--- src/hw/rtl/sscg_pkg.sv ---
// Package for the stepper step command generator.
// Holds configuration indexes, field widths and the controller/datapath command struct.
// No dependencies.
package sscg_pkg;

	localparam int unsigned CfgWidth = 24;
	localparam int unsigned CfgIdxWidth = 2;

	typedef enum logic [CfgIdxWidth-1:0] {
		CFG_HIGH_PHASE = 2'd0,
		CFG_OPEN_LOOP  = 2'd1,
		CFG_DIR_SETUP  = 2'd2
	} cfg_idx_t;

	localparam int unsigned QuotWidth = 48;

	typedef struct packed {
		logic load;
		logic plan;
		logic div_start;
		logic shape;
		logic finish;
	} cmd_t;

	typedef struct packed {
		logic div_done;
		logic need_div;
	} status_t;

endpackage

--- src/hw/rtl/sscg_ctrl.sv ---
// Controller: sequences load, plan, divide, shape and finish for one transaction.
// Depends on sscg_pkg.
module sscg_ctrl (
	input  logic              clk,
	input  logic              arst_n,
	input  logic              s_tvalid,
	output logic              s_tready,
	output logic              m_tvalid,
	input  logic              m_tready,
	output sscg_pkg::cmd_t    cmd,
	input  sscg_pkg::status_t status
);

	typedef enum logic [2:0] {
		ST_IDLE, ST_PLAN, ST_CHECK, ST_DIV, ST_LOW, ST_FIN, ST_OUT
	} state_t;
	state_t state_q;

	assign s_tready = state_q == ST_IDLE;

	always_comb begin
		cmd = '0;
		cmd.load = s_tvalid && s_tready;
		cmd.plan = state_q == ST_PLAN;
		cmd.div_start = state_q == ST_CHECK && status.need_div;
		cmd.shape = state_q == ST_LOW;
		cmd.finish = state_q == ST_FIN;
	end

	always_ff @(posedge clk or negedge arst_n) begin
		if (!arst_n) begin
			state_q  <= ST_IDLE;
			m_tvalid <= 1'b0;
		end else begin
			unique case (state_q)
				ST_IDLE: if (s_tvalid) state_q <= ST_PLAN;
				ST_PLAN: state_q <= ST_CHECK;
				ST_CHECK: state_q <= status.need_div ? ST_DIV : ST_LOW;
				ST_DIV: if (status.div_done) state_q <= ST_LOW;
				ST_LOW: state_q <= ST_FIN;
				ST_FIN: begin
					state_q  <= ST_OUT;
					m_tvalid <= 1'b1;
				end
				ST_OUT: if (m_tready) begin
					m_tvalid <= 1'b0;
					state_q  <= ST_IDLE;
				end
				default: state_q <= ST_IDLE;
			endcase
		end
	end

`ifndef SYNTHESIS
	a_valid_in_out: assert property (@(posedge clk) disable iff (!arst_n)
		m_tvalid |-> state_q == ST_OUT) else $error("valid outside output state");
	a_no_accept_busy: assert property (@(posedge clk) disable iff (!arst_n)
		m_tvalid |-> !s_tready) else $error("accept while result held");
	a_div_after_check: assert property (@(posedge clk) disable iff (!arst_n)
		cmd.div_start |=> state_q == ST_DIV) else $error("divide not entered");
`endif

endmodule
--- config.mk ---
export PLATFORM = sky130hd
export DESIGN_NAME = sscg_ctrl
export DESIGN_NICKNAME = d
export VERILOG_FILES = /design/src/hw/rtl/sscg_pkg.sv /design/src/hw/rtl/sscg_ctrl.sv
export SDC_FILE = /design/constraint.sdc
export NUM_CORES = 1
export LEC_CHECK = 0
export BUFFER_PORTS_ARGS = -buffer_cell sky130_fd_sc_hd__buf_2
export CORE_AREA = 3 3 40 42
export CTS_BUF_LIST = sky130_fd_sc_hd__clkbuf_8
export DETAILED_ROUTE_END_ITERATION = 10
export DIE_AREA = 0 0 43 45
export PLACE_DENSITY = 0.46
export SLEW_MARGIN = 15
export SYNTH_ARGS = -nofsm -noshare
export SYNTH_HDL_FRONTEND = slang
export SYNTH_SLANG_ARGS = --single-unit
--- constraint.sdc ---
create_clock -name clk -period 2.3 [get_ports clk]
set_clock_uncertainty 0.1 [all_clocks]
set_input_delay 0.46 -clock clk [delete_from_list [all_inputs] [get_ports clk]]
set_output_delay 0.46 -clock clk [all_outputs]
set_load 0.05 [all_outputs]
==> flow_metrics.py <==
metrics = {
    "floorplan": {
        "core_area_um2": 1280,
        "num_rows": 13,
        "die_x_um": 43,
        "ios": 13,
        "fp.dieH_um": 45,
        "die_area_um2": 1940,
        "start_util_pct": 24.0,
    },
    "timing": {
        "fin_crit_sh_pct": 88.7,
        "finalMaxSlewViolations": 0,
        "fin_tns_setup_ns": 0,
        "finalSetupViolations": 0,
        "hold_violations": 0,
        "relSlewSlack_pct": 69.1,
        "rsz0062_at_grt": "no",
        "worst_pin_slew_ns": 0.464,
        "period_needed_ns": 2.04,
        "clock.fmax_mhz": 490,
    },
    "worst_setup_path": {
        "crit_chain": "nand2b_1, nor3b_1, buf_2",
        "critPathTopFamily": "flip-flops",
        "crit_path_max_fanout": 12,
        "startpoint_type": "flip-flop",
        "cp-end-kind": "output pin",
        "critical_path_class": "reg -> out",
        "cp_slowest_cell": "dfrtp_1",
        "crit_arrival_ns": 1.48,
        "critPathBufInv": 1,
        "critical-path-max-stage-delay_ns": 0.53,
        "required_ns": 1.74,
    },
    "cells_and_area": {
        "final_common_cell": "buf_2",
        "fill_cells": 156,
        "regArea_um2": 100,
        "flow.area_growth_from_synthesis_pct": 33.3,
        "multi_input_area_um2": 176,
        "diodes": 0,
        "drive_gt1_share_pct": 48.9,
        "final_cell_mix": "buf_2 (12), dfrtp_1 (4), nand2_1 (3), clkbuf_8 (3)",
        "nNetsFinal": 53,
        "final_util_pct": 31.9,
    },
    "cts": {
        "clk_path_buf_depth": 2,
        "cts_tree": "done",
        "numClockSinks": 4,
        "hold_buffers": 1,
        "cts_made_buffers": 3,
        "clk_latency_ns": 0.21,
        "cts_setup_buffers": 0,
        "clkTransAtPathRegs_ns": 0.03,
        "ctsResizeCount": 0,
        "htree_levels": 1,
        "cts_root_buffer": "clkbuf_8",
    },
    "drt": {
        "initialDrtViolationCount": 1,
        "drt-vias-per-instance": 4.32,
        "wl_per_cell_um": 10.4,
        "drcViolationCount": 0,
        "dr.pass1.iters": 2,
        "drt-total-wl_um": 622,
        "postRouteAntennaNets": 0,
        "num_vias": 259,
    },
    "grt": {
        "grt_use_total_pct": 7.45,
        "antenna_found_initial": 0,
        "grt_pass1_vias": 226,
        "grt-ovfl-total": 0,
        "grt_max_degree": 14,
        "grt_pass1_wl_um": 993,
    },
    "synth": {
        "mappedNetlistNets": 38,
        "ys_warn_count": 0,
        "synth_cell_types": 19,
        "synth-seq-cells": 4,
        "synth.avg_cell_area_um2": 9.62,
        "synth_cells": 32,
        "yosysSeqAreaShare_pct": 32.5,
        "syn_area_um2": 308,
    },
    "min_path": {
        "hold_path.class": "reg -> reg",
    },
    "power_and_ir_drop": {
        "leakagePower_nw": 0.193,
        "vdd_drop_max_mv": 0.598,
        "powerDensity_nw_per_um2": 1760,
    },
    "status": {
        "run_status": "finished, final reports clean",
    },
    "placement": {
        "hpwl_um": 457,
        "gp_congestion": 0.645,
        "io_buffers": 12,
    },
    "flow_run": {
        "drv_cap": 0,
    },
}
==> kinds of logic after synthesis <==
group	after synthesis	synth area share (%)
AOI/OAI and AO/OA	9	22.0
DFF	4	32.5
muxes	1	3.25
and+or+nand+nor	14	30.1
buffers and inverters	4	12.2
==> metrics by stage <==
step / cells / cell area [µm²] / power, mW / setup slack (ns) / hold WS [ns]
final: 60 / 410 / 0.722 / 0.260 / 0.448
after global routing: 60 / 410 / 0.774 / 0.144 / 0.469
after CTS: 60 / 410 / 0.733 / 0.235 / 0.461
after detailed placement: 56 / 359 / 0.582 / 0.472 / 0.168
after global placement: 56 / 359 / 0.583 / 0.488 / 0.170
after floorplan: 32 / 314 / 0.553 / 0.000965 / 0.0644
==> synth_stat cells <==
library cell	instances	area (µm²)
dfrtp_1	4	100
buf_6	3	33.8
nand2_1	3	11.3
a21oi_1	2	10.0
nand2b_1	2	12.5
nor2_1	2	7.51
nor3b_2	2	25.0
o21ai_1	2	10.0
o21ai_2	2	17.5
a22o_1	1	8.76
and2_1	1	6.26
inv_1	1	3.75
mux2i_1	1	10.0
nand2_2	1	6.26
nor2b_1	1	6.26
nor3_2	1	10.0
nor3b_1	1	7.51
o21ai_0	1	5.00
o32ai_2	1	16.3
==> final timing paths <==
path	from	end	slack, ns	cells past startpoint
max	state_q[0]	cmd[2]	0.26	3
min	m_tvalid	m_tvalid	0.45	2
max reg2reg	state_q[0]	state_q[2]	1.10	2
min reg2reg	m_tvalid	m_tvalid	0.45	2
max in group asynchronous	arst_n	state_q[1]	1.51	2
min in group asynchronous	arst_n	state_q[2]	0.48	2
==> power breakdown <==
| part | switching (mW) | internal (mW) | leakage, nW |
|---|---|---|---|
| sequential | 0.104 | 0.103 | 0.0501 |
| clock | 0.0321 | 0.111 | 0.0216 |
| combinational | 0.240 | 0.131 | 0.122 |
| total | 0.376 | 0.345 | 0.193 |
==> sequential cells by signal, indices dropped and copies added (netlist names) <==
signal / count
state_q: 3
m_tvalid: 1
==> area by class of cell <==
class,count,share of cell area [%]
well taps,15,4.57
inverters,1,0.915
multi-input cells,24,43.0
flip-flops and latches,4,24.4
repair buffers,13,17.1
clock buffers,3,10.1
==> tightest hold or removal path, cell delays in order, from the launching register on <==
cell     delay, ns
dfrtp_1       0.35
a21oi_1       0.05
a21oi_1       0.11
==> per-layer routing <==
| metal | global-route usage [%] | wire (µm) |
|---|---|---|
| met5 | 0 | 0 |
| met2 | 8.68 | 237 |
| met3 | 3.19 | 59 |
| met4 | 7.23 | 16 |
| met1 | 9.78 | 309 |
Note: power is estimated with default switching activity, not from simulation.
