### src/hw/rtl/sscg_pkg.sv
// Package for the stepper step command generator.
// Holds configuration indexes, field widths and the controller/datapath command struct.
// No dependencies.
package sscg_pkg;

	localparam int unsigned CfgWidth = 24;
	localparam int unsigned CfgIdxWidth = 2;

	typedef enum logic [CfgIdxWidth-1:0] {
		CFG_HIGH_PHASE = 2'd0,
		CFG_OPEN_LOOP  = 2'd1,
		CFG_DIR_SETUP  = 2'd2
	} cfg_idx_t;

	localparam int unsigned QuotWidth = 48;

	typedef struct packed {
		logic load;
		logic plan;
		logic div_start;
		logic shape;
		logic finish;
	} cmd_t;

	typedef struct packed {
		logic div_done;
		logic need_div;
	} status_t;

endpackage

### src/hw/rtl/sscg_divider.sv
// Restoring divider, one quotient bit per cycle.
// Depends on sscg_pkg.
module sscg_divider (
	input  logic                               clk,
	input  logic                               arst_n,
	input  logic                               start,
	input  logic [sscg_pkg::QuotWidth-1:0]     dividend,
	input  logic [31:0]                        divisor,
	output logic                               done,
	output logic [sscg_pkg::QuotWidth-1:0]     quotient
);

	localparam int unsigned W = sscg_pkg::QuotWidth;

	logic [W-1:0] quot_q;
	logic [32:0]  rem_q;
	logic [31:0]  dvs_q;
	logic [5:0]   cnt_q;
	logic         busy_q;
	logic [32:0]  trial;
	logic [33:0]  diff;

	assign trial = {rem_q[31:0], quot_q[W-1]};
	assign diff  = {1'b0, trial} - {2'b0, dvs_q};

	always_ff @(posedge clk or negedge arst_n) begin
		if (!arst_n) begin
			busy_q <= 1'b0;
			cnt_q  <= '0;
			done   <= 1'b0;
		end else begin
			done <= 1'b0;
			if (start) begin
				busy_q <= 1'b1;
				cnt_q  <= 6'(W);
				quot_q <= dividend;
				rem_q  <= '0;
				dvs_q  <= divisor;
			end else if (busy_q) begin
				if (!diff[33]) begin
					rem_q  <= diff[32:0];
					quot_q <= {quot_q[W-2:0], 1'b1};
				end else begin
					rem_q  <= trial;
					quot_q <= {quot_q[W-2:0], 1'b0};
				end
				cnt_q <= cnt_q - 6'd1;
				if (cnt_q == 6'd1) begin
					busy_q <= 1'b0;
					done   <= 1'b1;
				end
			end
		end
	end

	assign quotient = quot_q;

endmodule

### src/hw/rtl/sscg_datapath.sv
// Datapath: velocity limiting, planning, Bresenham accumulator and step word build.
// Depends on sscg_pkg and sscg_divider.
module sscg_datapath #(
	parameter int unsigned LEN_OVERHEAD = 175,
	parameter int unsigned CLOCK_MHZ = 133
) (
	input  logic                 clk,
	input  logic                 arst_n,
	input  sscg_pkg::cmd_t       cmd,
	output sscg_pkg::status_t    status,
	input  logic [5:0]           high_phase_count,
	input  logic                 open_loop,
	input  logic [23:0]          dir_setup_min,
	input  logic signed [31:0]   velocity_cmd,
	input  logic signed [31:0]   feedforward_vel,
	input  logic [30:0]          vel_limit,
	input  logic signed [31:0]   accel_limit,
	input  logic [23:0]          servo_ticks,
	input  logic                 enabled,
	input  logic                 updated,
	input  logic                 fifo_drained,
	output logic [30:0]          pulse_word,
	output logic                 push_step,
	output logic                 push_stop,
	output logic                 stop_dir,
	output logic signed [15:0]   position_delta,
	output logic signed [31:0]   velocity_report,
	output logic [15:0]          pulse_len_us
	,output logic                dir_violation
);

	localparam int unsigned W = sscg_pkg::QuotWidth;
	localparam int unsigned LenShift = 25 + $clog2(CLOCK_MHZ);
	localparam logic [26:0] LenRecip =
		27'(((64'd1 << LenShift) + 64'(CLOCK_MHZ) - 64'd1) / 64'(CLOCK_MHZ));

	logic signed [31:0] prev_vel_q, vcmd_q, ff_q, lim_q;
	logic [30:0]        vmax_q;
	logic [23:0]        period_q;
	logic               en_q, upd_q, fe_q;
	logic [15:0]        acc_q;
	logic               held_dir_q, plan_dir_q, prev_en_q;
	logic [31:0]        pmag_q;
	logic               dir_q, dchg_q, skip_q;
	logic [16:0]        n_q;
	logic [23:0]        low_q;

	// velocity limit
	logic               idle;
	logic signed [31:0] last;
	logic signed [33:0] v0, d, v1, vmx;
	logic signed [31:0] v;
	logic [31:0]        vmag, ffmag;
	logic               has_ff, sub1, flipped, spike;
	logic signed [31:0] plan;
	logic               pdir;

	assign idle = (period_q == 24'd0) || (!upd_q && prev_vel_q == 32'sd0);

	always_comb begin
		last = (en_q != prev_en_q && en_q && prev_vel_q == 32'sd0) ? vcmd_q : prev_vel_q;
		v0 = 34'(vcmd_q);
		d  = v0 - 34'(last);
		v1 = v0;
		if (lim_q > 32'sd0) begin
			if (d > 34'(lim_q)) v1 = 34'(last) + 34'(lim_q);
			else if (d < -34'(lim_q)) v1 = 34'(last) - 34'(lim_q);
		end
		vmx = $signed({3'b0, vmax_q});
		if (v1 > vmx) v1 = vmx;
		if (v1 < -vmx) v1 = -vmx;
		v = v1[31:0];
		vmag  = v[31] ? 32'(-v) : 32'(v);
		ffmag = ff_q[31] ? 32'(-ff_q) : 32'(ff_q);
		has_ff = ffmag != 0 && vmag != 0;
		sub1 = vmag <= 32'd65536;
		flipped = (ff_q > 32'sd0) ? v[31] : (v > 32'sd0);
		spike = ffmag <= 32'd131072 && flipped;
		plan = (has_ff && (sub1 || spike)) ? ff_q : v;
		pdir = plan > 32'sd0;
	end

	logic [32:0] acc_sum;
	logic [15:0] acc_base;
	logic [31:0] pmag_c;
	assign pmag_c   = plan[31] ? 32'(-plan) : 32'(plan);
	assign acc_base = (plan != 32'sd0 && pdir != plan_dir_q) ? 16'd0 : acc_q;
	assign acc_sum  = {17'd0, acc_base} + {1'b0, pmag_c};

	// low half
	logic          div_done;
	logic [W-1:0]  quot;
	logic [W-1:0]  dividend;
	assign dividend = W'({period_q, 15'd0});

	sscg_divider u_div (
		.clk(clk), .arst_n(arst_n), .start(cmd.div_start),
		.dividend(dividend), .divisor(pmag_q), .done(div_done), .quotient(quot)
	);

	assign status.div_done = div_done;
	assign status.need_div = !skip_q && fe_q && pmag_q >= 32'd65536;

	logic               fast;
	logic signed [49:0] low_raw;
	logic [23:0]        low;
	logic [24:0]        len_num;
	logic [15:0]        len_us;
	logic signed [15:0] delta;

	always_comb begin
		fast = pmag_q >= 32'd65536;
		if (fast) low_raw = $signed({2'b0, quot}) - 50'(LEN_OVERHEAD);
		else if (n_q != 17'd0) low_raw = 50'(period_q[23:2]) - 50'(LEN_OVERHEAD);
		else low_raw = '0;
		if (low_raw < 0) low = '0;
		else low = low_raw[23:0];
		if (!open_loop) delta = '0;
		else if (dir_q) delta = (n_q > 17'd32767) ? 16'sd32767 : $signed(n_q[15:0]);
		else delta = -$signed(n_q[15:0]);
	end

	// scale by the reciprocal of the clock rate, exact for any 25-bit numerator
	logic [51:0] len_prod;
	assign len_num  = 25'(low_q) + 25'(LEN_OVERHEAD);
	assign len_prod = 52'(len_num) * 52'(LenRecip);
	assign len_us   = len_prod[LenShift +: 16];

	logic commit;
	logic fin_dir;
	assign commit  = !skip_q && fe_q;
	assign fin_dir = (commit && low_q != 24'd0) ? dir_q : held_dir_q;

	always_ff @(posedge clk or negedge arst_n) begin
		if (!arst_n) begin
			prev_vel_q <= '0; acc_q <= '0; held_dir_q <= 1'b0;
			plan_dir_q <= 1'b0; prev_en_q <= 1'b0; low_q <= '0;
			pulse_word <= '0; push_step <= 1'b0; push_stop <= 1'b0; stop_dir <= 1'b0;
			position_delta <= '0; velocity_report <= '0; pulse_len_us <= '0;
			dir_violation <= 1'b0; skip_q <= 1'b1;
		end else begin
			if (cmd.load) begin
				vcmd_q <= velocity_cmd; ff_q <= feedforward_vel; vmax_q <= vel_limit;
				lim_q <= accel_limit; period_q <= servo_ticks; en_q <= enabled;
				upd_q <= updated; fe_q <= fifo_drained;
			end
			if (cmd.plan) begin
				if (idle) begin
					skip_q <= 1'b1;
				end else begin
					prev_en_q  <= en_q;
					prev_vel_q <= v;
					skip_q <= !en_q && v == 32'sd0;
					if (en_q || v != 32'sd0) begin
						if (plan != 32'sd0) plan_dir_q <= pdir;
						acc_q <= acc_sum[15:0];
						n_q   <= acc_sum[32:16];
						pmag_q <= pmag_c;
						dir_q  <= pdir;
						dchg_q <= plan != 32'sd0 && pdir != plan_dir_q;
					end
				end
			end
			if (cmd.shape) begin
				low_q <= low;
			end
			if (cmd.finish) begin
				pulse_word <= commit ? {high_phase_count, low_q, fin_dir} : '0;
				push_step <= commit;
				push_stop <= skip_q ? fe_q : (fe_q && !fast && n_q != 17'd0);
				stop_dir <= fin_dir;
				position_delta <= skip_q ? 16'sd0 : delta;
				velocity_report <= skip_q ? 32'sd0 : ff_q;
				pulse_len_us <= (commit && low_q != 24'd0) ? len_us : 16'd0;
				dir_violation <= commit && dchg_q && low_q != 24'd0 &&
					low_q < dir_setup_min;
				if (commit && low_q != 24'd0) held_dir_q <= dir_q;
			end
		end
	end

`ifndef SYNTHESIS
	a_acc_zero_on_skip: assert property (@(posedge clk) disable iff (!arst_n)
		cmd.finish && skip_q |=> !push_step) else $error("step pushed on skipped item");
	a_viol_needs_step: assert property (@(posedge clk) disable iff (!arst_n)
		dir_violation |-> push_step) else $error("violation without step");
	a_len_zero: assert property (@(posedge clk) disable iff (!arst_n)
		pulse_len_us != 16'd0 |-> push_step) else $error("length without step");
`endif

endmodule

### config.mk
export PLATFORM = sky130hd
export DESIGN_NAME = sscg_datapath
export DESIGN_NICKNAME = d
export VERILOG_FILES = /design/src/hw/rtl/sscg_pkg.sv /design/src/hw/rtl/sscg_divider.sv /design/src/hw/rtl/sscg_datapath.sv
export SDC_FILE = /design/constraint.sdc
export NUM_CORES = 2
export LEC_CHECK = 0
export ABC_AREA = 1
export BUFFER_PORTS_ARGS = -buffer_cell sky130_fd_sc_hd__buf_2
export CAP_MARGIN = 5
export CORE_MARGIN = 3
export CORE_UTILIZATION = 50
export CTS_BUF_LIST = sky130_fd_sc_hd__clkbuf_4 sky130_fd_sc_hd__clkbuf_8
export CTS_CLUSTER_DIAMETER = 150
export DETAILED_ROUTE_END_ITERATION = 8
export PLACE_DENSITY = 0.66
export SYNTH_ARGS = -nofsm -noshare
export SYNTH_HDL_FRONTEND = slang
export SYNTH_SLANG_ARGS = --single-unit
### constraint.sdc
create_clock -name clk -period 36.3 [get_ports clk]
set_clock_uncertainty 0.15 [all_clocks]
set_input_delay 3.63 -clock clk [delete_from_list [all_inputs] [get_ports clk]]
set_output_delay 3.63 -clock clk [all_outputs]
set_load 0.01 [all_outputs]
==> flow_summary.toml <==
[job]
maxCapViolations = 0

[detailed_routing]
vias = 40200
routedWlPerCell_um = 19.33
viasPerCell = 5.442
wirelength_um = 142800
drtIter0Drc = 3584
ant_nets = 0
drcViolationCount = 0
firstDrtPassIters = 6

[cts]
root_buffer = "clkbuf_8"
cts_setup_buffers = 0
clock_tree.buffer_depth = 3
cts_buffers = 89
cts_hold_buf = 0
clock_latency_ps = 790
post_cts_resize_count = 0
htreeDepth = 3
cts_tree = "done"
cts.sinks = 499
cts.clk_slew.worst_paths_ps = 60

[yosys]
ys_seq_area_share_pct = 30.00
yosys_most_used_dff = "edfxtp_1"
synth_cell_type_count = 73
syn_nets = 6778
synth_area_sq_um = 46910
synth_top_area_share_pct = 20.29
synth-simple-area-share_pct = 19.11
synthAdderAreaFrac_pct = 24.69
synth_top_family_by_area = "adder cells"
synth_most_common_cell = "nand2_1"
ys_seq_elements = 499
synth_compound_area_share_pct = 12.16
synth_xor_xnor_area_share_pct = 4.294
synthTopCellsByArea = "edfxtp_1 (20%), ha_1 (15%), fa_1 (9.9%)"
async_reset_ff_share_pct = 36.47
netlist_instances = 5800
synth_common_cells = "nand2_1 (1130), inv_1 (1014), ha_1 (553), o21ai_0 (433), nor2_1 (379)"
ys_warn_count = 0
synth_edf_count = 317
synthMuxAreaShare_pct = 0
yosysTopAreaCell = "edfxtp_1"
syn_area_per_cell_sq_um = 8.089

[run_status]
outcome = "complete, no violations"

[floorplanning]
coreArea_sq_um = 92360
placementRows = 111
initial_core_util_pct = 50.80
die_w_um = 312.3
dieArea_sq_um = 97540
ioPinCount = 293
die_h_um = 312.3

[sta]
setup_tns_ps = 0
finalSetupViolations = 0
tightest_slew_ps = 1208
finalHoldViolations = 0
rsz0062_at_grt = "false"
fmax_ghz = 0.04494
min_period_ps = 22250
drv_slew = 0
period_share_pct = 61.29
relSlewSlack_pct = 19.44
setup_ws_ps = 14050

[grt]
antenna_found_initial = 6
grt_pass1_vias = 39800
grt_pass1_wl_um = 222900
grt.total_usage_pct = 29.17
grt_overflow_total = 0
grt_max_degree = 135

[worst_setup_path]
arrival_ps = 22630
r2r-start = "prev_vel_q[0]$_DFFE_PN0P_"
worstPathMaxFanout = 63
r2r-end = "n_q[14]$_DFFE_PP_"
critical_path_class = "flip-flop to flip-flop"
crit_required_ps = 36680
reg2reg_depth = 119
reg2reg_slack_ps = 14050
path_common_cell = "nand2_1"
startpoint_type = "flip-flop"
end_kind = "flip-flop"
slowest_delay_ps = 630
crit_slowest_cell = "nand2_4"

[min_path]
min_to = "u_div.dvs_q[7]$_DFFE_PP_"
worstHoldPathCells = 0
min_path_type = "flip-flop to flip-flop"
worstHoldStart = "pmag_q[7]$_DFFE_PP_"

[placement]
post-dp-hpwl_um = 115100
pre_cts_slack_ps = 14600
place.gp.congestion = 0.9843
port-buffer-count = 292

[final_layout]
nFillCells = 8781
drive_gt1_share_pct = 9.588
nNetsFinal = 7045
synthToLayoutAreaGrowth_pct = 9.620
utilization_pct = 55.68
==> logic make-up after synthesis <==
logic type                 count (synthesis)
and+or+nand+nor                         2080
buffers and inverters                   1179
AOI/OAI and AO/OA                       1025
adders and majority gates                786
DFF                                      499
xor gates and xnor gates                 230
other                                      1
==> worst max-delay path: cells and delay by family (launching register included) <==
| kind | cells | cell delay (ps) |
|---|---|---|
| DFF | 1 | 400 |
| AOI/OAI and AO/OA | 36 | 7360 |
| buffers and inverters | 9 | 1660 |
| and+or+nand+nor | 66 | 9970 |
| adders and majority gates | 8 | 2280 |
==> worst max path at each step <==
stage | start | end | slack [ps] | depth (start not counted)
finish | prev_vel_q[0]$_DFFE_PN0P_ | n_q[14]$_DFFE_PP_ | 14050 | 119
global route | prev_vel_q[0]$_DFFE_PN0P_ | n_q[14]$_DFFE_PP_ | 11550 | 123
CTS | prev_vel_q[0]$_DFFE_PN0P_ | n_q[14]$_DFFE_PP_ | 14500 | 118
detailed placement | prev_vel_q[0]$_DFFE_PN0P_ | n_q[14]$_DFFE_PP_ | 14600 | 118
global placement | prev_vel_q[0]$_DFFE_PN0P_ | n_q[14]$_DFFE_PP_ | 15130 | 118
floorplan | prev_vel_q[24]$_DFFE_PN0P_ | n_q[13]$_DFFE_PP_ | 20050 | 142
==> through the flow <==
step                      area (sq um)  std cells  hold slack [ps]
after global placement           49490       7219            254.2
after global routing             51430       7388            248.6
after CTS                        51420       7386            220.5
after detailed placement         49490       7219            254.5
after floorplan                  46920       5800            250.3
final                            51430       7388            224.6
==> registers in the layout, summed over array words and instances (netlist names), 17 cells and up <==
name and cells:
u_div.rem_q 32, n_q 17, vmax_q 31, prev_vel_q 32, u_div.dvs_q 32, velocity_report 32
vcmd_q 32, ff_q 32, lim_q 32, low_q 24, period_q 24, pmag_q 32
u_div.quotient 48, pulse_word 31
==> layout make-up <==
type	count	area, sq um	share of cell area (%)
Multi-Input combinational cell	4122	28300	55.02
Sequential cell	499	14070	27.37
Inverter	1040	3910	7.603
Timing Repair Buffer	315	1657	3.221
Tap cell	1243	1555	3.024
Clock buffer	122	1529	2.973
Clock inverter	45	401.6	0.7810
Antenna cell	2	5.005	0.009732
==> per-layer routing <==
| metal | up-vias | track usage (%) | share of wire (%) |
|---|---|---|---|
| met5 | - | 0 | 0.0077 |
| met2 | 1281 | 48.83 | 47 |
| met3 | 276 | 4.244 | 5.9 |
| met1 | 18970 | 37.88 | 43 |
| li1 | 19670 | - | - |
| met4 | 2 | 12.18 | 4.4 |
==> placed cells by master, fill, tap and decap left out, drive strengths merged, types with 16 or more instances in the layout <==
master	n
clkbuf	122
nand2	1155
nand3b	16
edfxtp	317
nor2	407
a21oi	345
o21ai	457
xor2	191
nand3	277
o211ai	22
nor3	71
nor4	58
inv	1035
clkinv	43
o22ai	59
dfrtp	181
ha	553
xnor2	39
a31oi	20
fa	233
buf	315
o21bai	19
a211oi	22
nand4	77
Power is left out: the tool's default activity adds up to more than one toggle a clock period on the data nets, which glitch-free logic cannot reach.
